**config.mk**
```make
export PLATFORM = sky130hd
export DESIGN_NAME = sprite_sort_and_texture_batch_core
export DESIGN_NICKNAME = d
export VERILOG_FILES = /design/src/rtl/ssb_pkg.sv /design/src/rtl/sprite_sort_and_texture_batch_core.sv /design/src/rtl/ssb_ram.sv /design/src/rtl/ssb_ctrl.sv /design/src/rtl/ssb_datapath.sv
export SDC_FILE = /design/constraint.sdc
export NUM_CORES = 2
export LEC_CHECK = 0
export BUFFER_PORTS_ARGS = -buffer_cell sky130_fd_sc_hd__buf_4
export CAP_MARGIN = 0
export CORE_ASPECT_RATIO = 0.8
export CORE_MARGIN = 8
export CORE_UTILIZATION = 35
export CTS_BUF_LIST = sky130_fd_sc_hd__clkbuf_16
export CTS_CLUSTER_DIAMETER = 80
export DETAILED_ROUTE_END_ITERATION = 10
export GPL_TIMING_DRIVEN = 0
export MAX_ROUTING_LAYER = met4
export PLACE_DENSITY = 0.6
export SLEW_MARGIN = 0
export SYNTH_ARGS = -nofsm -noshare
export SYNTH_HDL_FRONTEND = slang
export SYNTH_SLANG_ARGS = --single-unit
```
**constraint.sdc**
```tcl
create_clock -name clk -period 4.63 [get_ports clk]
set_input_delay 1.1575 -clock clk [delete_from_list [all_inputs] [get_ports clk]]
set_output_delay 1.1575 -clock clk [all_outputs]
set_load 0.05 [all_outputs]
```
**src/rtl/ssb_pkg.sv**
```systemverilog
// ----------------------------------------------------------------------------
// ssb_pkg
// Shared types, widths and the ordering function of the sprite batcher.
// ----------------------------------------------------------------------------
package ssb_pkg;

    localparam int QUEUE_DEPTH = 64;
    localparam int IDX_W       = $clog2(QUEUE_DEPTH);
    localparam int CNT_W       = IDX_W + 1;
    localparam int DEPTH_W     = 16;
    localparam int TEX_W       = 16;
    localparam int START_W     = 6;
    localparam int RCOUNT_W    = 7;
    localparam int ENTRY_W     = DEPTH_W + TEX_W;

    // sort modes
    localparam logic [1:0] MODE_DEPTH_UP   = 2'd0;
    localparam logic [1:0] MODE_DEPTH_DOWN = 2'd1;
    localparam logic [1:0] MODE_TEX_UP     = 2'd2;
    localparam logic [1:0] MODE_NONE       = 2'd3;

    // actions
    localparam logic ACT_LOAD  = 1'b0;
    localparam logic ACT_FLUSH = 1'b1;

    // register byte addresses
    localparam logic [2:0] ADDR_SORT_MODE = 3'd0;

    typedef struct packed {
        logic                      action;
        logic signed [DEPTH_W-1:0] sprite_depth;
        logic [TEX_W-1:0]          sprite_texture;
    } req_word_t;

    typedef struct packed {
        logic [START_W-1:0]  run_start;
        logic [RCOUNT_W-1:0] run_count;
        logic [TEX_W-1:0]    run_texture;
        logic                last_run;
        logic                dropped_any;
    } rsp_word_t;

    // controller to datapath
    typedef struct packed {
        logic load;
        logic flush;
        logic rank_rd;
        logic rank_lat;
        logic scan;
        logic place;
        logic emit_rd;
        logic emit_take;
        logic emit_last;
    } ssb_cmd_t;

    // datapath to controller
    typedef struct packed {
        logic count_zero;
        logic scan_done;
        logic last_i;
        logic last_p;
        logic advance;
        logic slot_free;
    } ssb_stat_t;

    // true when entry a must be placed strictly after entry b
    function automatic logic goes_after(input logic [1:0] mode,
                                        input logic signed [DEPTH_W-1:0] da,
                                        input logic [TEX_W-1:0] ta,
                                        input logic signed [DEPTH_W-1:0] db,
                                        input logic [TEX_W-1:0] tb);
        logic r;
        case (mode)
            MODE_DEPTH_UP:   r = da > db;
            MODE_DEPTH_DOWN: r = da < db;
            MODE_TEX_UP:     r = ta > tb;
            default:         r = 1'b0;
        endcase
        return r;
    endfunction

endpackage

```
**src/rtl/sprite_sort_and_texture_batch_core.sv**
```systemverilog
// A new word is accepted every cycle while idle. A flush of n entries ranks
// each entry by a full scan of the entry RAM, then reads each entry from the
// sorted RAM in turn and issues the last run once the output is not stalled;
// the input is stalled until the last run is issued.
// Reset empties the queue, clears the overflow flag and sets sort_mode to 3.
// ----------------------------------------------------------------------------
// sprite_sort_and_texture_batch_core
// Sprite queue with stable sort by mode and grouping of equal-texture runs.
// ----------------------------------------------------------------------------
module sprite_sort_and_texture_batch_core (
    input  logic               clk,
    input  logic               rst_n,
    input  logic               psel,
    input  logic               penable,
    input  logic               pwrite,
    input  logic [2:0]         paddr,
    input  logic [31:0]        pwdata,
    output logic [31:0]        prdata,
    output logic               pready,
    input  logic               req_valid,
    output logic               req_stall,
    input  ssb_pkg::req_word_t req_word,
    output logic               rsp_valid,
    input  logic               rsp_stall,
    output ssb_pkg::rsp_word_t rsp_word
);
    import ssb_pkg::*;

    logic [1:0] mode_reg;
    ssb_cmd_t   cmd;
    ssb_stat_t  stat;
    logic       sel_mode;

    // register select by word address, byte offset ignored
    assign sel_mode = (paddr[2] == ADDR_SORT_MODE[2]);

    // configuration register
    assign pready = 1'b1;
    always_ff @(posedge clk or negedge rst_n)
    begin
        if (!rst_n)
        begin
            mode_reg <= MODE_NONE;
        end
        else if (psel && penable && pwrite && sel_mode)
        begin
            mode_reg <= pwdata[1:0];
        end
    end
    assign prdata = sel_mode ? {30'd0, mode_reg} : 32'd0;

    ssb_ctrl u_ctrl (
        .clk        (clk),
        .rst_n      (rst_n),
        .req_valid  (req_valid),
        .req_action (req_word.action),
        .req_stall  (req_stall),
        .stat       (stat),
        .cmd        (cmd)
    );

    ssb_datapath u_datapath (
        .clk       (clk),
        .rst_n     (rst_n),
        .sort_mode (mode_reg),
        .req_word  (req_word),
        .cmd       (cmd),
        .stat      (stat),
        .rsp_valid (rsp_valid),
        .rsp_stall (rsp_stall),
        .rsp_word  (rsp_word)
    );

endmodule

```
**src/rtl/ssb_ram.sv**
```systemverilog
// ----------------------------------------------------------------------------
// ssb_ram
// Generic single write, single read RAM with registered read data.
// ----------------------------------------------------------------------------
module ssb_ram #(
    parameter int WIDTH = 16,
    parameter int DEPTH = 64
) (
    input  logic                     clk,
    input  logic                     we,
    input  logic [$clog2(DEPTH)-1:0] waddr,
    input  logic [WIDTH-1:0]         wdata,
    input  logic                     re,
    input  logic [$clog2(DEPTH)-1:0] raddr,
    output logic [WIDTH-1:0]         rdata
);

    logic [WIDTH-1:0] mem [DEPTH];

    // write port
    always_ff @(posedge clk)
    begin
        if (we)
        begin
            mem[waddr] <= wdata;
        end
    end

    // registered read, held when idle
    always_ff @(posedge clk)
    begin
        if (re)
        begin
            rdata <= mem[raddr];
        end
    end

endmodule

```
**src/rtl/ssb_ctrl.sv**
```systemverilog
// ----------------------------------------------------------------------------
// ssb_ctrl
// Sequencer: load, rank each entry by a full scan, place it, then emit runs.
// ----------------------------------------------------------------------------
module ssb_ctrl (
    input  logic              clk,
    input  logic              rst_n,
    input  logic              req_valid,
    input  logic              req_action,
    output logic              req_stall,
    input  ssb_pkg::ssb_stat_t stat,
    output ssb_pkg::ssb_cmd_t  cmd
);
    import ssb_pkg::*;

    typedef enum logic [7:0] {
        S_IDLE      = 8'b0000_0001,
        S_RANK_RD   = 8'b0000_0010,
        S_RANK_LAT  = 8'b0000_0100,
        S_SCAN      = 8'b0000_1000,
        S_PLACE     = 8'b0001_0000,
        S_EMIT_RD   = 8'b0010_0000,
        S_EMIT_DAT  = 8'b0100_0000,
        S_EMIT_LAST = 8'b1000_0000
    } state_t;

    state_t state_reg, state_next;
    logic   accept;

    assign req_stall = (state_reg != S_IDLE);
    assign accept    = req_valid && !req_stall;

    // command decode and next state
    always_comb
    begin
        cmd        = '0;
        state_next = state_reg;
        case (state_reg)
            S_IDLE:
            begin
                cmd.load  = accept && (req_action == ACT_LOAD);
                cmd.flush = accept && (req_action == ACT_FLUSH);
                if (cmd.flush && !stat.count_zero)
                begin
                    state_next = S_RANK_RD;
                end
            end
            S_RANK_RD:
            begin
                cmd.rank_rd = 1'b1;
                state_next  = S_RANK_LAT;
            end
            S_RANK_LAT:
            begin
                cmd.rank_lat = 1'b1;
                state_next   = S_SCAN;
            end
            S_SCAN:
            begin
                cmd.scan = 1'b1;
                if (stat.scan_done)
                begin
                    state_next = S_PLACE;
                end
            end
            S_PLACE:
            begin
                cmd.place  = 1'b1;
                state_next = stat.last_i ? S_EMIT_RD : S_RANK_RD;
            end
            S_EMIT_RD:
            begin
                cmd.emit_rd = 1'b1;
                state_next  = S_EMIT_DAT;
            end
            S_EMIT_DAT:
            begin
                cmd.emit_take = 1'b1;
                if (stat.advance)
                begin
                    state_next = stat.last_p ? S_EMIT_LAST : S_EMIT_RD;
                end
            end
            S_EMIT_LAST:
            begin
                cmd.emit_last = 1'b1;
                if (stat.slot_free)
                begin
                    state_next = S_IDLE;
                end
            end
            default:
            begin
                state_next = S_IDLE;
            end
        endcase
    end

    always_ff @(posedge clk or negedge rst_n)
    begin
        if (!rst_n)
        begin
            state_reg <= S_IDLE;
        end
        else
        begin
            state_reg <= state_next;
        end
    end

endmodule

```
**src/rtl/ssb_datapath.sv**
```systemverilog
// ----------------------------------------------------------------------------
// ssb_datapath
// Entry store, rank counter, sorted texture store, run builder and output word.
// ----------------------------------------------------------------------------
module ssb_datapath (
    input  logic               clk,
    input  logic               rst_n,
    input  logic [1:0]         sort_mode,
    input  ssb_pkg::req_word_t req_word,
    input  ssb_pkg::ssb_cmd_t  cmd,
    output ssb_pkg::ssb_stat_t stat,
    output logic               rsp_valid,
    input  logic               rsp_stall,
    output ssb_pkg::rsp_word_t rsp_word
);
    import ssb_pkg::*;

    logic [CNT_W-1:0]  count_reg, count_next;
    logic              ovf_reg, ovf_next;
    logic [IDX_W-1:0]  i_reg, i_next;
    logic [CNT_W-1:0]  j_reg, j_next;
    logic              pend_reg, pend_next;
    logic [IDX_W-1:0]  pidx_reg, pidx_next;
    logic [IDX_W-1:0]  rank_reg, rank_next;
    logic [IDX_W-1:0]  p_reg, p_next;
    logic signed [DEPTH_W-1:0] key_d_reg, key_d_next;
    logic [TEX_W-1:0]  key_t_reg, key_t_next;
    logic [IDX_W-1:0]  rs_reg, rs_next;
    logic [CNT_W-1:0]  rc_reg, rc_next;
    logic [TEX_W-1:0]  rt_reg, rt_next;
    logic              rv_reg, rv_next;
    rsp_word_t         rw_reg, rw_next;

    logic              a_we, a_re, b_re;
    logic [IDX_W-1:0]  a_raddr;
    logic [ENTRY_W-1:0] a_rdata;
    logic [TEX_W-1:0]  b_rdata;
    logic signed [DEPTH_W-1:0] ent_d;
    logic [TEX_W-1:0]  ent_t;
    logic [CNT_W-1:0]  last_idx;
    logic              precedes, first_p, match;

    assign a_we    = cmd.load && (count_reg < CNT_W'(QUEUE_DEPTH));
    assign a_re    = cmd.rank_rd || (cmd.scan && (j_reg < count_reg));
    assign a_raddr = cmd.rank_rd ? i_reg : j_reg[IDX_W-1:0];
    assign b_re    = cmd.emit_rd;

    ssb_ram #(.WIDTH(ENTRY_W), .DEPTH(QUEUE_DEPTH)) u_entry_ram (
        .clk   (clk),
        .we    (a_we),
        .waddr (count_reg[IDX_W-1:0]),
        .wdata ({req_word.sprite_depth, req_word.sprite_texture}),
        .re    (a_re),
        .raddr (a_raddr),
        .rdata (a_rdata)
    );

    ssb_ram #(.WIDTH(TEX_W), .DEPTH(QUEUE_DEPTH)) u_sorted_ram (
        .clk   (clk),
        .we    (cmd.place),
        .waddr (rank_reg),
        .wdata (key_t_reg),
        .re    (b_re),
        .raddr (p_reg),
        .rdata (b_rdata)
    );

    assign ent_d = a_rdata[ENTRY_W-1:TEX_W];
    assign ent_t = a_rdata[TEX_W-1:0];

    // stable order: j precedes i on a strict key win or on a tie with earlier arrival
    assign precedes = goes_after(sort_mode, key_d_reg, key_t_reg, ent_d, ent_t) ||
                      (!goes_after(sort_mode, ent_d, ent_t, key_d_reg, key_t_reg) &&
                       (pidx_reg < i_reg));

    assign last_idx = count_reg - CNT_W'(1);
    assign first_p  = (p_reg == '0);
    assign match    = (b_rdata == rt_reg);

    assign stat.count_zero = (count_reg == '0);
    assign stat.scan_done  = (j_reg == count_reg) && !pend_reg;
    assign stat.last_i     = (CNT_W'(i_reg) == last_idx);
    assign stat.last_p     = (CNT_W'(p_reg) == last_idx);
    assign stat.slot_free  = !rv_reg || !rsp_stall;
    assign stat.advance    = first_p || match || stat.slot_free;

    // next-state logic
    always_comb
    begin
        count_next = count_reg;
        ovf_next   = ovf_reg;
        i_next     = i_reg;
        j_next     = j_reg;
        pend_next  = 1'b0;
        pidx_next  = pidx_reg;
        rank_next  = rank_reg;
        p_next     = p_reg;
        key_d_next = key_d_reg;
        key_t_next = key_t_reg;
        rs_next    = rs_reg;
        rc_next    = rc_reg;
        rt_next    = rt_reg;
        rw_next    = rw_reg;
        rv_next    = rv_reg && rsp_stall;

        // queue fill
        if (cmd.load)
        begin
            if (a_we)
            begin
                count_next = count_reg + CNT_W'(1);
            end
            else
            begin
                ovf_next = 1'b1;
            end
        end
        if (cmd.flush)
        begin
            i_next = '0;
            if (count_reg == '0)
            begin
                ovf_next = 1'b0;
            end
        end

        // ranking
        if (cmd.rank_lat)
        begin
            key_d_next = ent_d;
            key_t_next = ent_t;
            j_next     = '0;
            rank_next  = '0;
        end
        if (cmd.scan)
        begin
            if (j_reg < count_reg)
            begin
                j_next    = j_reg + CNT_W'(1);
                pend_next = 1'b1;
                pidx_next = j_reg[IDX_W-1:0];
            end
            if (pend_reg && precedes)
            begin
                rank_next = rank_reg + IDX_W'(1);
            end
        end
        if (cmd.place)
        begin
            i_next = i_reg + IDX_W'(1);
            p_next = '0;
        end

        // run building
        if (cmd.emit_take)
        begin
            if (first_p)
            begin
                rs_next = '0;
                rc_next = CNT_W'(1);
                rt_next = b_rdata;
                p_next  = p_reg + IDX_W'(1);
            end
            else if (match)
            begin
                rc_next = rc_reg + CNT_W'(1);
                p_next  = p_reg + IDX_W'(1);
            end
            else if (stat.slot_free)
            begin
                rv_next             = 1'b1;
                rw_next.run_start   = START_W'(rs_reg);
                rw_next.run_count   = RCOUNT_W'(rc_reg);
                rw_next.run_texture = rt_reg;
                rw_next.last_run    = 1'b0;
                rw_next.dropped_any = ovf_reg;
                rs_next             = p_reg;
                rc_next             = CNT_W'(1);
                rt_next             = b_rdata;
                p_next              = p_reg + IDX_W'(1);
            end
        end
        if (cmd.emit_last && stat.slot_free)
        begin
            rv_next             = 1'b1;
            rw_next.run_start   = START_W'(rs_reg);
            rw_next.run_count   = RCOUNT_W'(rc_reg);
            rw_next.run_texture = rt_reg;
            rw_next.last_run    = 1'b1;
            rw_next.dropped_any = ovf_reg;
            count_next          = '0;
            ovf_next            = 1'b0;
        end
    end

    // control registers
    always_ff @(posedge clk or negedge rst_n)
    begin
        if (!rst_n)
        begin
            count_reg <= '0;
            ovf_reg   <= 1'b0;
            pend_reg  <= 1'b0;
            rv_reg    <= 1'b0;
        end
        else
        begin
            count_reg <= count_next;
            ovf_reg   <= ovf_next;
            pend_reg  <= pend_next;
            rv_reg    <= rv_next;
        end
    end

    // payload registers
    always_ff @(posedge clk)
    begin
        i_reg     <= i_next;
        j_reg     <= j_next;
        pidx_reg  <= pidx_next;
        rank_reg  <= rank_next;
        p_reg     <= p_next;
        key_d_reg <= key_d_next;
        key_t_reg <= key_t_next;
        rs_reg    <= rs_next;
        rc_reg    <= rc_next;
        rt_reg    <= rt_next;
        rw_reg    <= rw_next;
    end

    assign rsp_valid = rv_reg;
    assign rsp_word  = rw_reg;

endmodule
```
* Word level (Yosys, flattened, before mapping) *
Memories as Yosys holds them, arrays and structs flattened. A register that Yosys moved wholly into a read port is not among the register bits.
Index checks and enable logic that the tools add are counted.

word-level totals
  flip-flop bits (word level) = 143
  RAM bits = 3072
  input bits = 75
  output and inout bits = 66
  logic and storage cells = 170
  memories = 2

cells by class
  add/sub/neg operators = 7
  $lt $le $gt $ge = 9
  equal/unequal tests = 22
  mux-type cells = 63
  bitwise operators = 4
  reductions and logical operators = 42

memory list
  name                         words  bits a word  read ports  clocked after memory_dff  write ports  line           source
  u_datapath.u_entry_ram.mem   64     32           1           1                         1            ssb_ram.sv:18  logic [WIDTH-1:0] mem [DEPTH];
  u_datapath.u_sorted_ram.mem  64     16           1           1                         1            ssb_ram.sv:18

operator list
  cell                                                 number
  2-to-1 mux 31 bit                                    5
  2-to-1 mux 6 bit                                     14
  > comparator 16 bit                                  4
  one-hot mux 8 bit (8 select lines)                   1
  2-to-1 mux 7 bit                                     8
  2-to-1 mux 16 bit                                    3
  2-to-1 mux 8 bit                                     5
  less-than comparator 16 bit                          2
  2-to-1 mux 1 bit                                     23
  adder 7 x 1 -> 7 bit, second input constant          3
  adder 6 x 1 -> 6 bit, second input constant          3
  equality test 16 bit                                 1
  equality test 6 x 7 -> 1 bit                         2
  logical AND 1 bit                                    14
  AND reduction 4 bit                                  3
  nonzero test 2 bit                                   6
  equality test 8 x 1 -> 1 bit, second input constant  1
  equality test 8 x 2 -> 1 bit, second input constant  1
  equality test 8 x 3 -> 1 bit, second input constant  1
  equality test 8 x 4 -> 1 bit, second input constant  1
  equality test 8 x 5 -> 1 bit, second input constant  1
  equality test 8 x 6 -> 1 bit, second input constant  1
  equality test 8 x 7 -> 1 bit, second input constant  1
  equality test 8 bit, second input constant           1
  21 further kinds                                     42

* Longest topological paths before layout *
  depth in word-level cells = 11
  mapped depth = 12
  depth with buffers taken out = 10

* Hierarchy *
Synthesis repeated with hierarchy kept, for this count alone.

second synthesis, totals
  cell total of the unflattened synthesis = 5821
  area, all modules = 126616.4 um2

by module, submodules not included
  module                              instances  cells an instance  area each (um2)  seq. area each (um2)
  ssb_ram (u_datapath.u_entry_ram)    1          3324               78835.6          62459.9
  ssb_ram (u_datapath.u_sorted_ram)   1          1829               40202.3          31230.0
  ssb_datapath                        1          569                6693.9           3743.6
  ssb_ctrl                            1          59                 520.5            201.4
  sprite_sort_and_texture_batch_core  1          40                 364.1            52.6

* Worst setup path before layout *
No wires, ideal clock.

  path type = reg-to-reg
  start point = reg u_ctrl.state_reg[7]
  end point = mem u_datapath.u_entry_ram.mem[24][0] (netlist name) (enable)
  setup time = 0.461 ns
  arrival time = 4.639 ns
  data required time = 4.169 ns
  slack = -0.470 ns
  cell stages (with the launch flop) = 7
  buffers on the path = 0
  clock period less this slack = 5.100 ns
  cell sequence = dfrtp_1 > nor4_1 > nand4b_1 > nor3b_1 > and2_1 > nand3_1 > nor3_1

between the ends
  cells in the longest elaborated chain, start to end = 8
  elaborated cells on any way between the ends = 9
  those cells by class = eq/ne (2); mux (3); reduce/logical (4)

RTL lines
  what                                    line                                      source
  start, declared                         ssb_ctrl.sv:27                            state_t state_reg, state_next;
  start signal, assigned                  ssb_ctrl.sv:107                           state_reg <= state_next;
  != test 8 x 1 -> 1 bit                  ssb_ctrl.sv:30                            assign req_stall = (state_reg != S_IDLE);
  net req_stall                           sprite_sort_and_texture_batch_core.sv:21  output logic req_stall,
  logical NOT 1 bit                       ssb_ctrl.sv:31                            assign accept = req_valid && !req_stall;
  logical AND 1 bit                       ssb_ctrl.sv:31
  logical AND 1 bit                       ssb_ctrl.sv:41                            cmd.load = accept && (req_action == ACT_LOAD);
  2-to-1 mux 2 bit                        ssb_ctrl.sv:38                            case (state_reg)
  logical AND 1 bit                       ssb_datapath.sv:43                        assign a_we = cmd.load && (count_reg < CNT_W'(QUEUE_DEPTH));
  2-to-1 mux 1 bit                        ssb_ram.sv:23                             if (we)
  2-to-1 mux 1 bit (implied by the code)  ssb_ram.sv:25                             mem[waddr] <= wdata;
  end, declared                           ssb_ram.sv:18

The timed path passes the listed nets, and every way through them passes these cells.

* Worst setup path after layout *
  start point = reg u_ctrl.state_reg[3]
  end point = reg u_datapath.u_entry_ram.rdata[6] (read register of u_datapath.u_entry_ram.mem), data pin

between the ends
  cells in the longest elaborated chain, start to end = 4
  elaborated cells on any way between the ends = 7
  those cells by class = eq/ne (2); mux (3); reduce/logical (2)

RTL lines
  what                          line                source
  equality test 8 x 4 -> 1 bit  ssb_ctrl.sv:38
  2-to-1 mux 1 bit              ssb_ctrl.sv:38
  logical AND 1 bit             ssb_datapath.sv:44  assign a_re = cmd.rank_rd || (cmd.scan && (j_reg < count_reg));
  logical OR 1 bit              ssb_datapath.sv:44
  end, declared                 ssb_ram.sv:15       output logic [WIDTH-1:0] rdata

Several ways; a longest one is shown, not always the timed one.
A chain may end at the register's enable or synchronous reset.

==> reports/summary.md <==
The synthesis-to-layout area growth was 19.6%. At the worst endpoint, the required time is 5400 ps. The proportion of synthesized flip-flops having asynchronous set or reset was 0.00613.

In this run the power spent charging and discharging nets is 19.0 mW. Setup repair after global routing could not meet its margin everywhere. The clock tree synthesis step divided the H-tree into 5 levels. For the final database, setup skew stands at 80.9 ps. The final critical-path share of the clock period came out at 1.05. Final total negative setup slack: -1090 ps. In this run the worst setup path terminates at u_datapath.u_entry_ram.rdata[6]. The final reports fail on capacitance limit, slew limit, setup timing. Among all cell types in the netlist, the one instantiated most often is sky130_fd_sc_hd__edfxtp_1.

The floorplan has 198 rows. The adder-cell share of the synthesized area is 0.00509, and the final weighted congestion in routability-driven placement is 1.01. The global-route usage over all layers was 0.233; the instance area at placement was 140000 um^2. The area share of the largest cell type after synthesis was 0.757.

Fraction of synthesized area in multiplexers: 0.0798. The sequential cell area fraction in the yosys report came out at 0.764. Yosys mapped a number of flops with a built-in enable equal to 3223. The core region is 364000 um^2.

The port buffer count is 77. The first global-routing pass estimated 608 mm of wire. The floorplan step defined a die boundary enclosing 385000 um^2. The share of the core filled with cells in the final layout was 0.420; the max-slew headroom at the worst pin was -0.0764. Measured along the y axis, the die boundary spans 556 um. After synthesis, the cell types taking the most area are sky130_fd_sc_hd__edfxtp_1 76%, sky130_fd_sc_hd__mux4_2 5.9%, sky130_fd_sc_hd__nand2_1 3.2%.

The number of cells produced by synthesis came out at 7499. The netlist area before placement came out at 128000 um^2. Among all flip-flop cells after synthesis, the most frequent one is sky130_fd_sc_hd__edfxtp_1. The internal portion of the total power is 49.5 mW. The tools report the total length of routed wires as 454 mm. The area fraction in and, or, nand and nor cells after synthesis works out to 0.0746. The top fanout value on the critical path came out at 10. The tools report the capture point of the worst reg-to-reg path as u_datapath.u_entry_ram.rdata[6]. The count of final max-slew check failures was 6.

The logs give 0.351 for the starting density of the core and 2 for the number of max-cap violations. The arrival time reported for the critical path endpoint came out at 5650 ps. The nature of the critical path endpoint is a register. In this run, the number of DRC markers left after iteration 0 of detailed routing was 14300.

In this run, synthesis produced a sequential element count of 3263. Path class of the lowest-slack min-delay path: in -> async. For the flop-to-flop setup slack, the log shows -250 ps. The detail route stage leaves a number of antenna-violating nets equal to 0.

After detailed routing, the number of remaining DRC violations is 0. Summing all multi-input logic gate instances after layout gives 30800 um^2. The switching part of the total works out to 0.278. The maximum count of clock buffers along a single path is 4, and the share of total power in sequential cells is 0.479. The final-report hold violation count was 0; the share of cells above drive strength 1 was 0.223. Hold is met by 97.4 ps. Clock-pin slew was measured on the worst setup and hold paths at 60 ps.

The first detailed-routing pass ran for 6 iterations. The detailed-route wire length per cell was 34.0 um; the post-layout instance area was 153000 um^2. The post-DP HPWL is 317 mm. The cell sitting at the root of the clock tree is a sky130_fd_sc_hd__clkbuf_16.

The tools report the number of nets in the layout as 8365. The largest registers in the layout are u_datapath.u_entry_ram.mem x2048, u_datapath.u_sorted_ram.mem x1024, u_datapath.u_entry_ram.rdata x32. Summed over all instances, the cell type with the most area after synthesis is sky130_fd_sc_hd__edfxtp_1. The tools report the post-placement worst setup slack as -1350 ps. In this run the critical register-to-register path is launched from u_ctrl.state_reg[3]. For this design the top-level I/O count stands at 141. In the routed layout, each cell is associated on average with a via count of 5.87.

The complex-gate fraction of the synthesized area was 0.0538; the distinct cell type count after synthesis was 73. For this run, the number of Yosys warnings is 0. The via count of the first global-routing pass is 72500, and the quantity of hold-fixing buffers added after cts is 0.

The critical path starts at u_ctrl.state_reg[3]. The register with the most flip-flops in the layout has 2048 of them. The least setup slack across all paths after layout was -254 ps; the power per standard cell area was 448 nW/um^2.

The commonest cells after synthesis are 3223 x sky130_fd_sc_hd__edfxtp_1, 1073 x sky130_fd_sc_hd__nand2_1, 336 x sky130_fd_sc_hd__mux4_2, 324 x sky130_fd_sc_hd__clkbuf_1, 295 x sky130_fd_sc_hd__nand3_1. The xor/xnor cell area share of the yosys netlist works out to 0.00302. Entering global routing, the biggest net connects 65 pins.

The combinational share of power is 0.141. Startpoint type of the worst setup path: a register. IR analysis of the VDD net gives a maximum drop of 0.370 mV.

The peak clock frequency supported by timing was 205 MHz. The flow ran to the end, but the final reports show violations. The number of cell instances on the worst register-to-register path was 12; the fill cell instance count of the final layout was 31900.

The logs give 55 for the initial antenna violation count and 0 for the leftover overflow at the end of global routing. Counting flops per register, the top entry is u_datapath.u_entry_ram.mem. The analysis attributes to cell leakage a power of 48.0 nW. The setup path with the least slack is of type reg -> reg. The overall die width came out at 692 um. After synthesis, the largest family of logic cells by area is multiplexers.

The worst-skew pair later-pin latency is 980 ps, and the pin slew with the least headroom to its limit is 1600 ps. TritonCTS built the clock tree. The tools report the sequential cell area as 97700 um^2.

Averaged over all synthesized cells, the footprint is 17.0 um^2. Clock tree synthesis inserted a total of 331 buffers. The clock net sink count was 3263; the total number of vias was 78400. The tools report the setup-violating endpoint count in the final report as 15. The relative contribution of the clock network to total power was 0.380; the post-layout minimum cycle time was 4880 ps.
-- power groups by stage --
stage / Combinational, mW / Sequential [mW] / Clock [mW]
after floorplan: 3.83 / 33.4 / 0
after global placement: 7.98 / 33.5 / 0
after detailed placement: 8.63 / 33.4 / 0
after CTS: 8.99 / 32.8 / 26.3
after global routing: 9.81 / 32.8 / 27.3
final: 9.66 / 32.8 / 26.1
-- worst max-delay path: stages (launching register included) --
cell and delay, ps:
sky130_fd_sc_hd__dfrtp_1 440, sky130_fd_sc_hd__nor4_4 380, sky130_fd_sc_hd__nand4_1 140, sky130_fd_sc_hd__buf_4 210
sky130_fd_sc_hd__clkbuf_4 320, sky130_fd_sc_hd__nand2_2 170, sky130_fd_sc_hd__buf_6 210, sky130_fd_sc_hd__clkbuf_1 440
sky130_fd_sc_hd__nand2_1 140, sky130_fd_sc_hd__a311oi_2 1060, sky130_fd_sc_hd__a32oi_1 520, sky130_fd_sc_hd__nand4_1 320
sky130_fd_sc_hd__or2_1 330
-- per-stage QoR --
step | cells | power (mW)
after floorplan | 7528 | 37.2
after global placement | 12400 | 41.5
after detailed placement | 12600 | 42.0
after CTS | 13300 | 68.0
after global routing | 13300 | 69.9
final | 13300 | 68.5
-- layer usage --
metal | track usage | part of all wire | vias up | wire length [um]
met1 | 0.327 | 0.40 | 40500 | 182000
li1 | - | - | 31500 | -
met5 | - | 0 | - | 0
met4 | 0.0814 | 0.041 | 0 | 18500
met2 | 0.308 | 0.40 | 5530 | 182000
met3 | 0.0860 | 0.16 | 804 | 70900
-- timing repair --
item,in CTS,in global routing
gates resized for setup,265,172
endpoints found under the setup margin,1936,475
gates cloned,0,0
pin swaps,19,21
setup buffers,31,30
-- area by class of cell --
cell class / count / area share
multi-input cells: 3689 / 0.202
plain buffers: 514 / 0.0160
diodes: 42 / 0.000688
well taps: 4800 / 0.0393
flip-flops and latches: 3263 / 0.639
clock buffers: 343 / 0.0561
clock inverters: 254 / 0.0117
inverters: 61 / 0.00150
repair buffers: 378 / 0.0340
-- kinds of logic (layout without fill, tap and decap cells) --
logic type | Yosys count | in the layout
and+or+nand+nor | 2070 | 2070
buffers and inverters | 576 | 1550
xor gates and xnor gates | 44 | 44
adders and majority gates | 52 | 52
DFF | 3263 | 3263
AOI/OAI and AO/OA | 893 | 893
other | 2 | 73
muxes | 599 | 599
-- placed cells by master (no fill, tap or decap), drive strengths merged, types with 5 or more instances in the layout --
| cell type | instances |
|---|---|
| or2 | 34 |
| and3 | 265 |
| nor3 | 13 |
| clkinvlp | 10 |
| a21o | 5 |
| diode | 42 |
| nor2 | 169 |
| o31ai | 8 |
| nand3b | 8 |
| nand2b | 10 |
| clkbuf | 667 |
| or3 | 10 |
| a21oi | 57 |
| a211oi | 255 |
| a311oi | 130 |
| ha | 52 |
| a31oi | 131 |
| edfxtp | 3223 |
| conb | 31 |
| nor4 | 70 |
| o21ai | 25 |
| a32oi | 125 |
| nor2b | 7 |
| dfrtp | 17 |
| mux4 | 336 |
| nand4 | 59 |
| clkinv | 153 |
| a221oi | 125 |
| mux2i | 261 |
| nand2 | 1075 |
| and2 | 36 |
| nand3 | 295 |
| bufinv | 20 |
| dfxtp | 20 |
| inv | 132 |
| buf | 565 |
| xnor2 | 40 |
-- worst min-delay path by stage --
| stage | start | end | slack, ps | cells after the start |
|---|---|---|---|---|
| detailed placement | u_datapath.u_entry_ram.rdata[9] | u_datapath.key_t_reg[9] | 430 | 0 |
| global placement | u_datapath.u_entry_ram.rdata[17] | u_datapath.key_d_reg[1] | 440 | 0 |
| CTS | rst_n | u_datapath.rsp_valid | 20 | 1 |
| global route | rst_n | u_datapath.rsp_valid | 60 | 1 |
| floorplan | u_datapath.u_entry_ram.rdata[26] | u_datapath.key_d_reg[10] | 430 | 0 |
| finish | rst_n | u_datapath.rsp_valid | 100 | 1 |
Note: power is estimated with default switching activity, not from simulation.
